==> src/design/bal_pkg.sv <==
package bal_pkg;

  // Operation codes of an input item
  localparam logic [2:0] OP_INSERT     = 3'd0;
  localparam logic [2:0] OP_APPEND     = 3'd1;
  localparam logic [2:0] OP_POP_FRONT  = 3'd2;
  localparam logic [2:0] OP_POP_BACK   = 3'd3;
  localparam logic [2:0] OP_REMOVE_VAL = 3'd4;
  localparam logic [2:0] OP_SEARCH     = 3'd5;

  // Status codes of a result item
  localparam logic [2:0] ST_OK        = 3'd0;
  localparam logic [2:0] ST_FULL      = 3'd1;
  localparam logic [2:0] ST_EMPTY     = 3'd2;
  localparam logic [2:0] ST_NOT_FOUND = 3'd3;
  localparam logic [2:0] ST_BEYOND    = 3'd4;

  localparam int unsigned DATA_W = 32;

  // What every cell of the row does in a given cycle
  typedef enum logic [4:0] {
    CELL_HOLD    = 5'b00001,
    CELL_COMPARE = 5'b00010,
    CELL_LOCATE  = 5'b00100,
    CELL_INSERT  = 5'b01000,
    CELL_REMOVE  = 5'b10000
  } cell_mode_t;

  // Command broadcast to the whole row
  typedef struct packed {
    cell_mode_t          mode;
    logic                use_match;
    logic [DATA_W-1:0]   key;
  } cell_ctrl_t;

endpackage

==> src/design/bal_cell.sv <==
module bal_cell #(
  parameter int IDX = 0,
  parameter int PW  = 6
) (
  input  logic                      clk,
  input  logic                      rst,
  input  bal_pkg::cell_ctrl_t       ctrl,
  input  logic [PW-1:0]             pos,
  input  logic [PW-1:0]             count,
  input  logic [bal_pkg::DATA_W-1:0] lower_data,
  input  logic [bal_pkg::DATA_W-1:0] upper_data,
  input  logic                      seen_in,
  input  logic                      ge_lower,
  output logic [bal_pkg::DATA_W-1:0] data,
  output logic                      seen_out,
  output logic                      first,
  output logic                      ge,
  output logic                      at
);
  import bal_pkg::*;

  logic match_q;
  logic ge_q;

  // Pass the first-match chain on and mark the target slot
  always_comb begin
    seen_out = seen_in | match_q;
    first    = match_q & ~seen_in;
    at       = ge_q & ~ge_lower;
    ge       = ge_q;
  end

  // Compare against the key and note whether this slot is at or above the target
  always_ff @(posedge clk) begin
    unique case (ctrl.mode)
      CELL_COMPARE: match_q <= (data == ctrl.key) && (PW'(IDX) < count);
      CELL_LOCATE:  ge_q    <= ctrl.use_match ? seen_out : (PW'(IDX) >= pos);
      CELL_HOLD, CELL_INSERT, CELL_REMOVE: begin
        match_q <= match_q;
        ge_q    <= ge_q;
      end
    endcase
  end

  // Hold the slot, load the key, or take a neighbour's word
  always_ff @(posedge clk) begin
    if (rst) begin
      data <= '0;
    end else begin
      unique case (ctrl.mode)
        CELL_INSERT: begin
          if (at) begin
            data <= ctrl.key;
          end else if (ge_q) begin
            data <= lower_data;
          end
        end
        CELL_REMOVE: begin
          if (ge_q) begin
            data <= upper_data;
          end
        end
        CELL_HOLD, CELL_COMPARE, CELL_LOCATE: data <= data;
      endcase
    end
  end

endmodule

==> src/design/bounded_array_list_engine.sv <==
// Ordered list of signed 32-bit words held in a row of CAPACITY cells, one
// word per cell, with an element count. Each item runs through a fixed
// sequence: accept, compare (every cell checks its word against the key),
// locate (a first-match chain runs along the row and each cell learns
// whether it sits at or above the target slot), apply (the row shifts up or
// down by one and the result is registered). The next item can be accepted
// in the cycle in which that result is first offered, but not before: no new
// item is taken while the one in hand is still in compare, locate or apply.
// An item that reaches apply while the previous result still waits on
// out_stall holds there until that result is taken. Slots above the count
// always hold zero; reset clears the row at once, so no clearing pass
// follows reset.
module bounded_array_list_engine #(
  parameter int CAPACITY = 32
) (
  input  logic               clk,
  input  logic               rst,
  input  logic               in_valid,
  output logic               in_stall,
  input  logic [2:0]         operation,
  input  logic signed [31:0] value,
  input  logic [5:0]         block_index,
  output logic               out_valid,
  input  logic               out_stall,
  output logic [2:0]         status,
  output logic signed [31:0] removed_value,
  output logic [4:0]         found_index,
  output logic [5:0]         element_total
);
  import bal_pkg::*;

  localparam int CW = $clog2(CAPACITY + 1);
  localparam int IW = $clog2(CAPACITY);
  localparam int PW = (CW > 6) ? CW : 6;

  typedef enum logic [3:0] {
    S_IDLE    = 4'b0001,
    S_COMPARE = 4'b0010,
    S_LOCATE  = 4'b0100,
    S_APPLY   = 4'b1000
  } state_t;

  state_t            state;
  state_t            state_next;
  logic [2:0]        op_q;
  logic [DATA_W-1:0] key_q;
  logic [5:0]        block_q;
  logic [CW-1:0]     count;
  logic [CW-1:0]     count_next;
  logic              found_q;
  logic [IW-1:0]     found_idx_q;
  logic [IW-1:0]     found_idx_c;

  cell_ctrl_t        ctrl;
  logic [PW-1:0]     tgt_pos;
  logic              apply_go;
  logic [2:0]        status_c;
  logic [DATA_W-1:0] removed_c;
  logic [DATA_W-1:0] taken_c;
  logic              is_full;
  logic              is_empty;

  logic [DATA_W-1:0] cell_data [CAPACITY];
  logic              cell_first [CAPACITY];
  logic              cell_ge [CAPACITY];
  logic              cell_at [CAPACITY];
  logic              seen [CAPACITY+1];

  assign in_stall = (state != S_IDLE);
  assign apply_go = (state == S_APPLY) && (!out_valid || !out_stall);
  assign is_full  = (count == CW'(CAPACITY));
  assign is_empty = (count == '0);

  // Target slot for the positional operations
  always_comb begin
    unique case (op_q)
      OP_INSERT:   tgt_pos = PW'(block_q);
      OP_APPEND:   tgt_pos = PW'(count);
      OP_POP_BACK: tgt_pos = PW'(count - CW'(1));
      default:     tgt_pos = '0;
    endcase
  end

  // Decide status, row action and new count for the item in hand
  always_comb begin
    status_c   = ST_OK;
    count_next = count;
    ctrl.mode  = CELL_HOLD;
    removed_c  = '0;
    unique case (op_q)
      OP_INSERT: begin
        if (is_full) begin
          status_c = ST_FULL;
        end else if (PW'(block_q) > PW'(count)) begin
          status_c = ST_BEYOND;
        end else begin
          ctrl.mode  = CELL_INSERT;
          count_next = count + CW'(1);
        end
      end
      OP_APPEND: begin
        if (is_full) begin
          status_c = ST_FULL;
        end else begin
          ctrl.mode  = CELL_INSERT;
          count_next = count + CW'(1);
        end
      end
      OP_POP_FRONT, OP_POP_BACK: begin
        if (is_empty) begin
          status_c = ST_EMPTY;
        end else begin
          ctrl.mode  = CELL_REMOVE;
          removed_c  = taken_c;
          count_next = count - CW'(1);
        end
      end
      OP_REMOVE_VAL: begin
        if (is_empty) begin
          status_c = ST_EMPTY;
        end else if (!found_q) begin
          status_c = ST_NOT_FOUND;
        end else begin
          ctrl.mode  = CELL_REMOVE;
          removed_c  = taken_c;
          count_next = count - CW'(1);
        end
      end
      OP_SEARCH: begin
        if (!found_q) begin
          status_c = ST_NOT_FOUND;
        end
      end
      default: status_c = ST_OK;
    endcase
    // Only the sequencer phase lets the row act
    unique case (state)
      S_COMPARE: ctrl.mode = CELL_COMPARE;
      S_LOCATE:  ctrl.mode = CELL_LOCATE;
      S_APPLY:   ctrl.mode = apply_go ? ctrl.mode : CELL_HOLD;
      S_IDLE:    ctrl.mode = CELL_HOLD;
    endcase
    ctrl.use_match = (op_q == OP_REMOVE_VAL);
    ctrl.key       = key_q;
  end

  // Row of cells, chained by neighbour data and the match chain
  assign seen[0] = 1'b0;

  for (genvar i = 0; i < CAPACITY; i++) begin : g_cell
    bal_cell #(
      .IDX (i),
      .PW  (PW)
    ) u_cell (
      .clk        (clk),
      .rst        (rst),
      .ctrl       (ctrl),
      .pos        (tgt_pos),
      .count      (PW'(count)),
      .lower_data ((i == 0) ? '0 : cell_data[(i == 0) ? 0 : i-1]),
      .upper_data ((i == CAPACITY-1) ? '0 : cell_data[(i == CAPACITY-1) ? i : i+1]),
      .seen_in    (seen[i]),
      .ge_lower   ((i == 0) ? 1'b0 : cell_ge[(i == 0) ? 0 : i-1]),
      .data       (cell_data[i]),
      .seen_out   (seen[i+1]),
      .first      (cell_first[i]),
      .ge         (cell_ge[i]),
      .at         (cell_at[i])
    );
  end

  // Gather the first-match index and the word at the target slot
  always_comb begin
    found_idx_c = '0;
    taken_c     = '0;
    for (int i = 0; i < CAPACITY; i++) begin
      found_idx_c = found_idx_c | (cell_first[i] ? IW'(i) : '0);
      taken_c     = taken_c | (cell_at[i] ? cell_data[i] : '0);
    end
  end

  // Advance the sequencer
  always_comb begin
    state_next = state;
    unique case (state)
      S_IDLE:    if (in_valid) state_next = S_COMPARE;
      S_COMPARE: state_next = S_LOCATE;
      S_LOCATE:  state_next = S_APPLY;
      S_APPLY:   if (apply_go) state_next = S_IDLE;
    endcase
  end

  // Control state: sequencer, count and result flag
  always_ff @(posedge clk) begin
    if (rst) begin
      state     <= S_IDLE;
      count     <= '0;
      out_valid <= 1'b0;
    end else begin
      state <= state_next;
      if (apply_go) begin
        count     <= count_next;
        out_valid <= 1'b1;
      end else if (!out_stall) begin
        out_valid <= 1'b0;
      end
    end
  end

  // Latch the item, the match result and the outgoing result
  always_ff @(posedge clk) begin
    if ((state == S_IDLE) && in_valid) begin
      op_q    <= operation;
      key_q   <= value;
      block_q <= block_index;
    end
    if (state == S_LOCATE) begin
      found_q     <= seen[CAPACITY];
      found_idx_q <= found_idx_c;
    end
    if (apply_go) begin
      status        <= status_c;
      removed_value <= removed_c;
      found_index   <= ((status_c == ST_OK) &&
                        ((op_q == OP_REMOVE_VAL) || (op_q == OP_SEARCH))) ?
                       5'(found_idx_q) : '0;
      element_total <= 6'(count_next);
    end
  end

endmodule
==> config.mk <==
export PLATFORM = sky130hd
export DESIGN_NAME = bounded_array_list_engine
export DESIGN_NICKNAME = d
export VERILOG_FILES = /design/src/design/bal_pkg.sv /design/src/design/bal_cell.sv /design/src/design/bounded_array_list_engine.sv
export SDC_FILE = /design/constraint.sdc
export NUM_CORES = 2
export LEC_CHECK = 0
export ABC_AREA = 0
export BUFFER_PORTS_ARGS = -buffer_cell sky130_fd_sc_hd__buf_2
export CORE_MARGIN = 2
export CORE_UTILIZATION = 35
export CTS_BUF_LIST = sky130_fd_sc_hd__clkbuf_4 sky130_fd_sc_hd__clkbuf_8
export CTS_CLUSTER_DIAMETER = 50
export CTS_CLUSTER_SIZE = 10
export DETAILED_ROUTE_END_ITERATION = 10
export PLACE_DENSITY_LB_ADDON = 0.25
export SETUP_SLACK_MARGIN = 0.1
export SLEW_MARGIN = 10
export SYNTH_ARGS = -nofsm -noshare
export SYNTH_HDL_FRONTEND = slang
export SYNTH_SLANG_ARGS = --single-unit
export TNS_END_PERCENT = 20
==> constraint.sdc <==
create_clock -name clk -period 4.45 [get_ports clk]
set_input_delay 0.445 -clock clk [delete_from_list [all_inputs] [get_ports clk]]
set_output_delay 0.445 -clock clk [all_outputs]
set_load 0.05 [all_outputs]
# == Word-level counts from Yosys, hierarchy flattened ==
# Cells that the tools add are included.
# classes
eq_ne,115
muxes,255
n_bitwise,217
reduce_logical,77
n_lt_le_gt_ge,65
addsub,2
# ops
cell,n
$mux W32,130
$pmux W32 S2,33
$eq A32 B32 Y1,32
$or A32 B32 Y32,31
$mux W5,20
$ge A5 B6 Y1 const A,16
$lt A5 B6 Y1 const A,16
$reduce_and A3 Y1,32
$ne A3 B1 Y1 const B,31
$or A5 B5 Y5,15
$ne A2 B1 Y1 const B,34
$not A1 Y1,63
$and A1 B1 Y1,62
$mux W4,13
$ge A4 B6 Y1 const A,8
$lt A4 B6 Y1 const A,8
$pmux W5 S4,2
$mux W1,36
$mux W6,6
$logic_and A1 B1 Y1,35
$or A1 B1 Y1,31
$or A4 B4 Y4,7
$ge A3 B6 Y1 const A,4
$lt A3 B6 Y1 const A,4
other kinds (41),62
# word_totals
elab_cells,839
inputBits,45
register_bits,1192

# == Longest topological paths before layout ==
# logic_depth
ltp_word,37
depth_mapped,14
depth_no_buf,8

# == Hierarchy ==
# From an unflattened synthesis, not the netlist that was laid out.
# unflattened
hier_cells,10026
area_unflattened_um2,87577.7
# modules_own_cells
module,instances,area_per_inst_um2,cells_each,seq_area_each_um2
bounded_array_list_engine,1,9864.5,1101,3012.9
bal_cell (g_cell[14].u_cell ...),4,2427.3,279,700.7
bal_cell (g_cell[16].u_cell ...),4,2423.6,279,700.7
bal_cell (g_cell[13].u_cell ...),2,2645.0,283,700.7
bal_cell (g_cell[12].u_cell ...),2,2426.1,279,700.7
bal_cell (g_cell[30].u_cell ...),2,2424.8,279,700.7
bal_cell (g_cell[20].u_cell),1,2431.1,281,700.7
bal_cell (g_cell[21].u_cell),1,2429.8,279,700.7
bal_cell (g_cell[10].u_cell),1,2428.6,279,700.7
bal_cell (g_cell[26].u_cell),1,2427.3,281,700.7
bal_cell (g_cell[17].u_cell),1,2421.1,278,700.7
bal_cell (g_cell[1].u_cell),1,2419.8,279,700.7
bal_cell (g_cell[11].u_cell),1,2418.6,277,700.7
bal_cell (g_cell[19].u_cell),1,2418.6,279,700.7
+10 rows,--,--,--,--

# == Least setup slack after synthesis ==
# Ideal clock, no wire load.
# synth_timing
path_kind,register to register
start,register state[2]
end,"register g_cell[0].u_cell.ge_q, enable pin"
path_slack_ps,155
path_stages_with_launch,2
path_buffers,0
t_required_ps,3937
synth_period_minus_slack_ps,4295
t_arrival_ps,3783
cell_sequence,dfxtp_1 -> nor4b_1
# synth_via
elab_chain_cells,5
# synth_rtl
item,line_no,text
start: declaration,bounded_array_list_engine.sv:43,state_t state;
start signal: assignment,bounded_array_list_engine.sv:200,state <= state_next;
$eq A4 B4 Y1,"bounded_array_list_engine.sv:70, bounded_array_list_engine.sv:137",
$logic_and A1 B1 Y1,bounded_array_list_engine.sv:70,assign apply_go = (state == S_APPLY) && (!out_valid || !out_stall);
$mux W5,bounded_array_list_engine.sv:140,S_APPLY: ctrl.mode = apply_go ? ctrl.mode : CELL_HOLD;
$pmux W5 S4 *,bounded_array_list_engine.sv:137,unique case (state)
$eq A5 B3 Y1 *,bal_cell.sv:35,unique case (ctrl.mode)
end signal: assignment,bal_cell.sv:37,CELL_LOCATE: ge_q <= ctrl.use_match ? seen_out : (PW'(IDX) >= pos);
end signal: assignment,bal_cell.sv:40,ge_q <= ge_q;
end: declaration,bal_cell.sv:23,logic ge_q;
# Mark *: on every way between the ends. The rest lies on a longest branch, timed or not.
# A chain may end at the register's enable or synchronous reset.

# == Final worst setup path ==
# layout_timing
start,register key_q[21]
end,"register g_cell[25].u_cell.match_q, data pin"
# layout_via
elab_chain_cells,2
# layout_rtl
item,line_no,text
start: declaration,bounded_array_list_engine.sv:46,logic [DATA_W-1:0] key_q;
start signal: assignment,bounded_array_list_engine.sv:214,key_q <= value;
$eq A32 B32 Y1,bal_cell.sv:36,CELL_COMPARE: match_q <= (data == ctrl.key) && (PW'(IDX) < count);
$logic_and A1 B1 Y1,bal_cell.sv:36,
end signal: assignment,bal_cell.sv:36,
end signal: assignment,bal_cell.sv:39,match_q <= match_q;
end: declaration,bal_cell.sv:22,logic match_q;
# Every way passes these cells.

==> impl_summary.txt <==
----------------------------------------------------
[Status]
  Run status ... finished, violations left
  Violated checks ... setup timing

[STA]
  Number of slew-limit violations in the final report ... 0
  Worst-Margin Slew ... 1.48 ns
  Slew margin rel. ... 1.66%
  Final critical path time including I/O delays and setup ... 4.69 ns
  Final Hold Fails ... 0
  Unrepaired setup endpoints after global routing ... no
  Share of the clock period used by the worst path ... 105%
  Setup skew after layout ... 0.0986 ns
  Fmax ... 213 MHz
  Number of endpoints failing setup at the final stage ... 1
  PnR worst setup slack ... -0.239 ns

[Cells and area]
  Most used cells in the layout excluding fill and tap cells ... 2,117 x sky130_fd_sc_hd__nand2_1, 1,035 x sky130_fd_sc_hd__dfxtp_1, 1,020 x sky130_fd_sc_hd__a21oi_1
  Final Net Count ... 9,914
  Signed area change from the synthesized netlist to the final layout ... 15.2%
  Fraction of layout instances using a drive strength above 1 ... 12.9%
  Combined flip-flop and latch cell area ... 25,400 sq um
  Leading cell type in the layout, fill and taps excluded ... sky130_fd_sc_hd__nand2_1
  Area of the multi-input gates ... 50,100 sq um
  Final design utilization ... 40.5%
  Fin cells ... 13,100
  Number of filler cells placed in the layout ... 23,200

[Place]
  Dpl hpwl ... 488 mm
  Buffers added on ports ... 92
  Pre-CTS setup slack ... 0.161 ns
  Routability congestion estimate ... 1.12
  Post-placement cell count ... 12,600

[Routing]
  First-iteration detailed-routing DRC count ... 18,500
  Vias per Instance ... 7.05
  Via count ... 92,500
  Count of TritonRoute iterations in the first routing pass ... 7
  Average wire per cell in the routed design ... 49.7 um
  Number of DRC violations after detailed routing ... 0
  Final WL ... 653 mm
  Post-route ant nets ... 0

[Critical path]
  Critical register-to-register path startpoint ... key_q[21]
  R2R Setup Slk ... -0.24 ns
  CP bufs+invs ... 3
  Number of cells traversed by the worst register-to-register path ... 7
  Chain of cells forming the critical path ... buf_8 -> buf_12 -> buf_4 -> xor2_1 -> nor4_1 -> nand4_1 -> a2111oi_1
  Slowest cell delay on critical path ... 1.01 ns
  Crit path DAT ... 5.42 ns
  Required arrival time at the worst endpoint ... 5.19 ns
  Category of the most critical setup path ... register to register
  Cell class contributing the biggest share of worst-path delay ... simple AND/OR/NAND/NOR gates
  Biggest fanout along the worst timing path ... 18
  CP endpoint kind ... register
  Worst reg2reg endpoint ... g_cell[25].u_cell.match_q
  Slowest cell on the critical path ... sky130_fd_sc_hd__nor4_1
  CP startpoint kind ... register

[Clock network]
  Clock tree root driver cell ... sky130_fd_sc_hd__clkbuf_8
  Clock sink count ... 1,192
  Buffer depth of the longest clock path ... 3
  Total CTS buffers ... 215
  Clock latency on the worst-skew pair ... 1.12 ns
  Depth of the CTS H-tree ... 4
  Clock tree from TritonCTS ... yes
  Post-CTS setup buffer count ... 0
  Clk slew on worst S/H paths ... 0.08 ns

[Floorplan]
  Number of placement rows ... 175
  Core area ... 227,000 sq um
  Initial standard-cell utilization of the core ... 35.2%
  Die outline height ... 482 um
  I/O pin count ... 93
  Die footprint ... 232,000 sq um
  Die width ... 482 um

[Logic synthesis]
  Share of Yosys cell area claimed by the top area cell type ... 25.9%
  Area of the mapped netlist ... 80,000 sq um
  Fraction of registers with async set or reset after synthesis ... 0%
  Number of distinct library cells after synthesis ... 71
  Primary FF master, synth ... sky130_fd_sc_hd__dfxtp_1
  Cell type with the highest aggregate area in the netlist ... sky130_fd_sc_hd__dfxtp_1
  Sequential cell area fraction in the yosys report ... 31.8%
  Average cell area after synthesis ... 8.07 sq um
  Instance count of the mapped netlist ... 9,913
  Number of enable flip-flop cells after synthesis ... 157
  Number of synthesized register bits ... 1,192
  Net count after synthesis ... 9,967
  Yosys synthesis warning count ... 0
  Leading cell types by total area after synthesis ... sky130_fd_sc_hd__dfxtp_1 26%, sky130_fd_sc_hd__mux2i_1 12%, sky130_fd_sc_hd__nand2_1 9.9%

[Pwr]
  Switching power as a share of total power ... 30.6%
  Worst voltage drop across the vdd grid ... 0.000277 V
  P_leak ... 35.9 nW
  Power share of the combinational group ... 9.5%
  Part of the power in the clock network ... 49.7%
  Internal portion of total power ... 19.0 mW
  Switching component of the power ... 8.35 mW
  Sequential fraction of design power ... 40.8%
  Power per standard cell area ... 297 nW/um^2
  Total power draw ... 27.3 mW

[Global route]
  Total congestion overflow after global routing ... 0
  First-pass GRT wire length ... 836 mm
  Number of global-route vias before repair ... 81,000
  Gr usage total ... 54.0%
  Initial antenna violation count ... 97
  Largest net degree at the start of global routing ... 194

[Flow run]
  Count of maximum capacitance violations ... 0

[Worst hold path]
  Start point of the worst min-delay path ... operation[0]
  Worst hold stages ... 2
  Type of the tightest min-delay check ... input port to register
  End point of the most critical hold path ... op_q[0]

----------------------------------------------------
[state kept, by name, indices dropped and copies added (netlist names)]
signal and cells:
count 6, found_idx_q 5, found_index 5, key_q 32, g_cell.u_cell.match_q 32, block_q 6, element_total 6, status 3
g_cell.u_cell.ge 32, state 4, out_valid 1, op_q 3, g_cell.u_cell.data 1024, removed_value 32, found_q 1
[cells in the mapped netlist (36+ instances only)]
| master | number |
|---|---|
| sky130_fd_sc_hd__a311oi_1 | 38 |
| sky130_fd_sc_hd__buf_6 | 37 |
| sky130_fd_sc_hd__nor4_1 | 201 |
| sky130_fd_sc_hd__buf_1 | 107 |
| sky130_fd_sc_hd__dfxtp_1 | 1035 |
| sky130_fd_sc_hd__edfxtp_1 | 157 |
| sky130_fd_sc_hd__clkbuf_1 | 693 |
| sky130_fd_sc_hd__nand3_1 | 93 |
| sky130_fd_sc_hd__a21oi_1 | 1021 |
| sky130_fd_sc_hd__buf_2 | 157 |
| sky130_fd_sc_hd__nand2_1 | 2117 |
| sky130_fd_sc_hd__nand4_1 | 205 |
| sky130_fd_sc_hd__o21ai_0 | 36 |
| sky130_fd_sc_hd__xnor2_1 | 367 |
| sky130_fd_sc_hd__xor2_1 | 662 |
| sky130_fd_sc_hd__a22o_1 | 122 |
| sky130_fd_sc_hd__nor2_1 | 123 |
| sky130_fd_sc_hd__a221oi_1 | 160 |
| sky130_fd_sc_hd__nor3_1 | 70 |
| sky130_fd_sc_hd__mux2i_1 | 964 |
| sky130_fd_sc_hd__o211ai_1 | 962 |
| sky130_fd_sc_hd__buf_4 | 72 |
| sky130_fd_sc_hd__a22oi_1 | 211 |
[kinds of logic after synthesis]
group,after synthesis,synth area share [%]
simple gates,2953,16.1
compound gates,2644,22.0
flops,1192,31.8
buf+inv,1089,6.06
xor+xnor,1029,11.3
mux,997,12.5
fa+ha+maj,9,0.141
[power by group through the flow]
stage | clock network, mW | logic, mW | registers, mW
4_1_cts | 13.5 | 2.41 | 11.1
6_report | 13.6 | 2.61 | 11.1
2_1_floorplan | 0 | 1.23 | 11.2
5_1_grt | 13.9 | 2.56 | 11.1
3_3_place_gp | 0 | 2.36 | 11.4
3_5_place_dp | 0 | 2.37 | 11.4
[final cells by class]
type                            instances  share of cell area (%)
Antenna cell                           61                   0.166
Clock buffer                          269                    3.79
Clock inverter                        138                    1.97
Inverter                               22                  0.0897
Multi-Input combinational cell       7632                    54.4
Sequential cell                      1192                    27.6
Tap cell                             3009                    4.09
Timing Repair Buffer                  797                    7.84
[worst max-delay path by stage]
stage	from	to	cells past startpoint
after global placement	key_q[21]	g_cell[15].u_cell.match_q	6
after floorplan	state[2]	g_cell[0].u_cell.ge	1
after detailed placement	key_q[21]	g_cell[25].u_cell.match_q	7
after CTS	key_q[28]	g_cell[21].u_cell.match_q	7
final	key_q[21]	g_cell[25].u_cell.match_q	7
after global routing	key_q[21]	g_cell[25].u_cell.match_q	7
[through the flow]
| step | cell area (sq um) | hold WS [ns] | setup TNS (ns) |
|---|---|---|---|
| floorplan | 80000 | 0.469 | 0 |
| global placement | 86000 | 0.501 | -0.410 |
| detailed placement | 86100 | 0.507 | 0 |
| CTS | 91900 | 0.00170 | 0 |
| global route | 91900 | 0.0756 | 0 |
| finish | 92100 | 0.0601 | -0.239 |
[timing repair]
item / in CTS / in global routing
hold buffers: 46 / 0
hold endpoints to repair: 55 / 0
gates resized for setup: 1 / 2
endpoints found under the setup margin: 1 / 2
[routing by layer]
layer	GRT usage [%]	vias up	wire [um]
li1	-	35900	-
met4	42.0	42	62100
met5	0.715	-	589
met3	25.5	2010	97800
met2	71.4	8731	247000
met1	66.6	45800	245000
No activity file was read; power rests on OpenSTA's default activity.
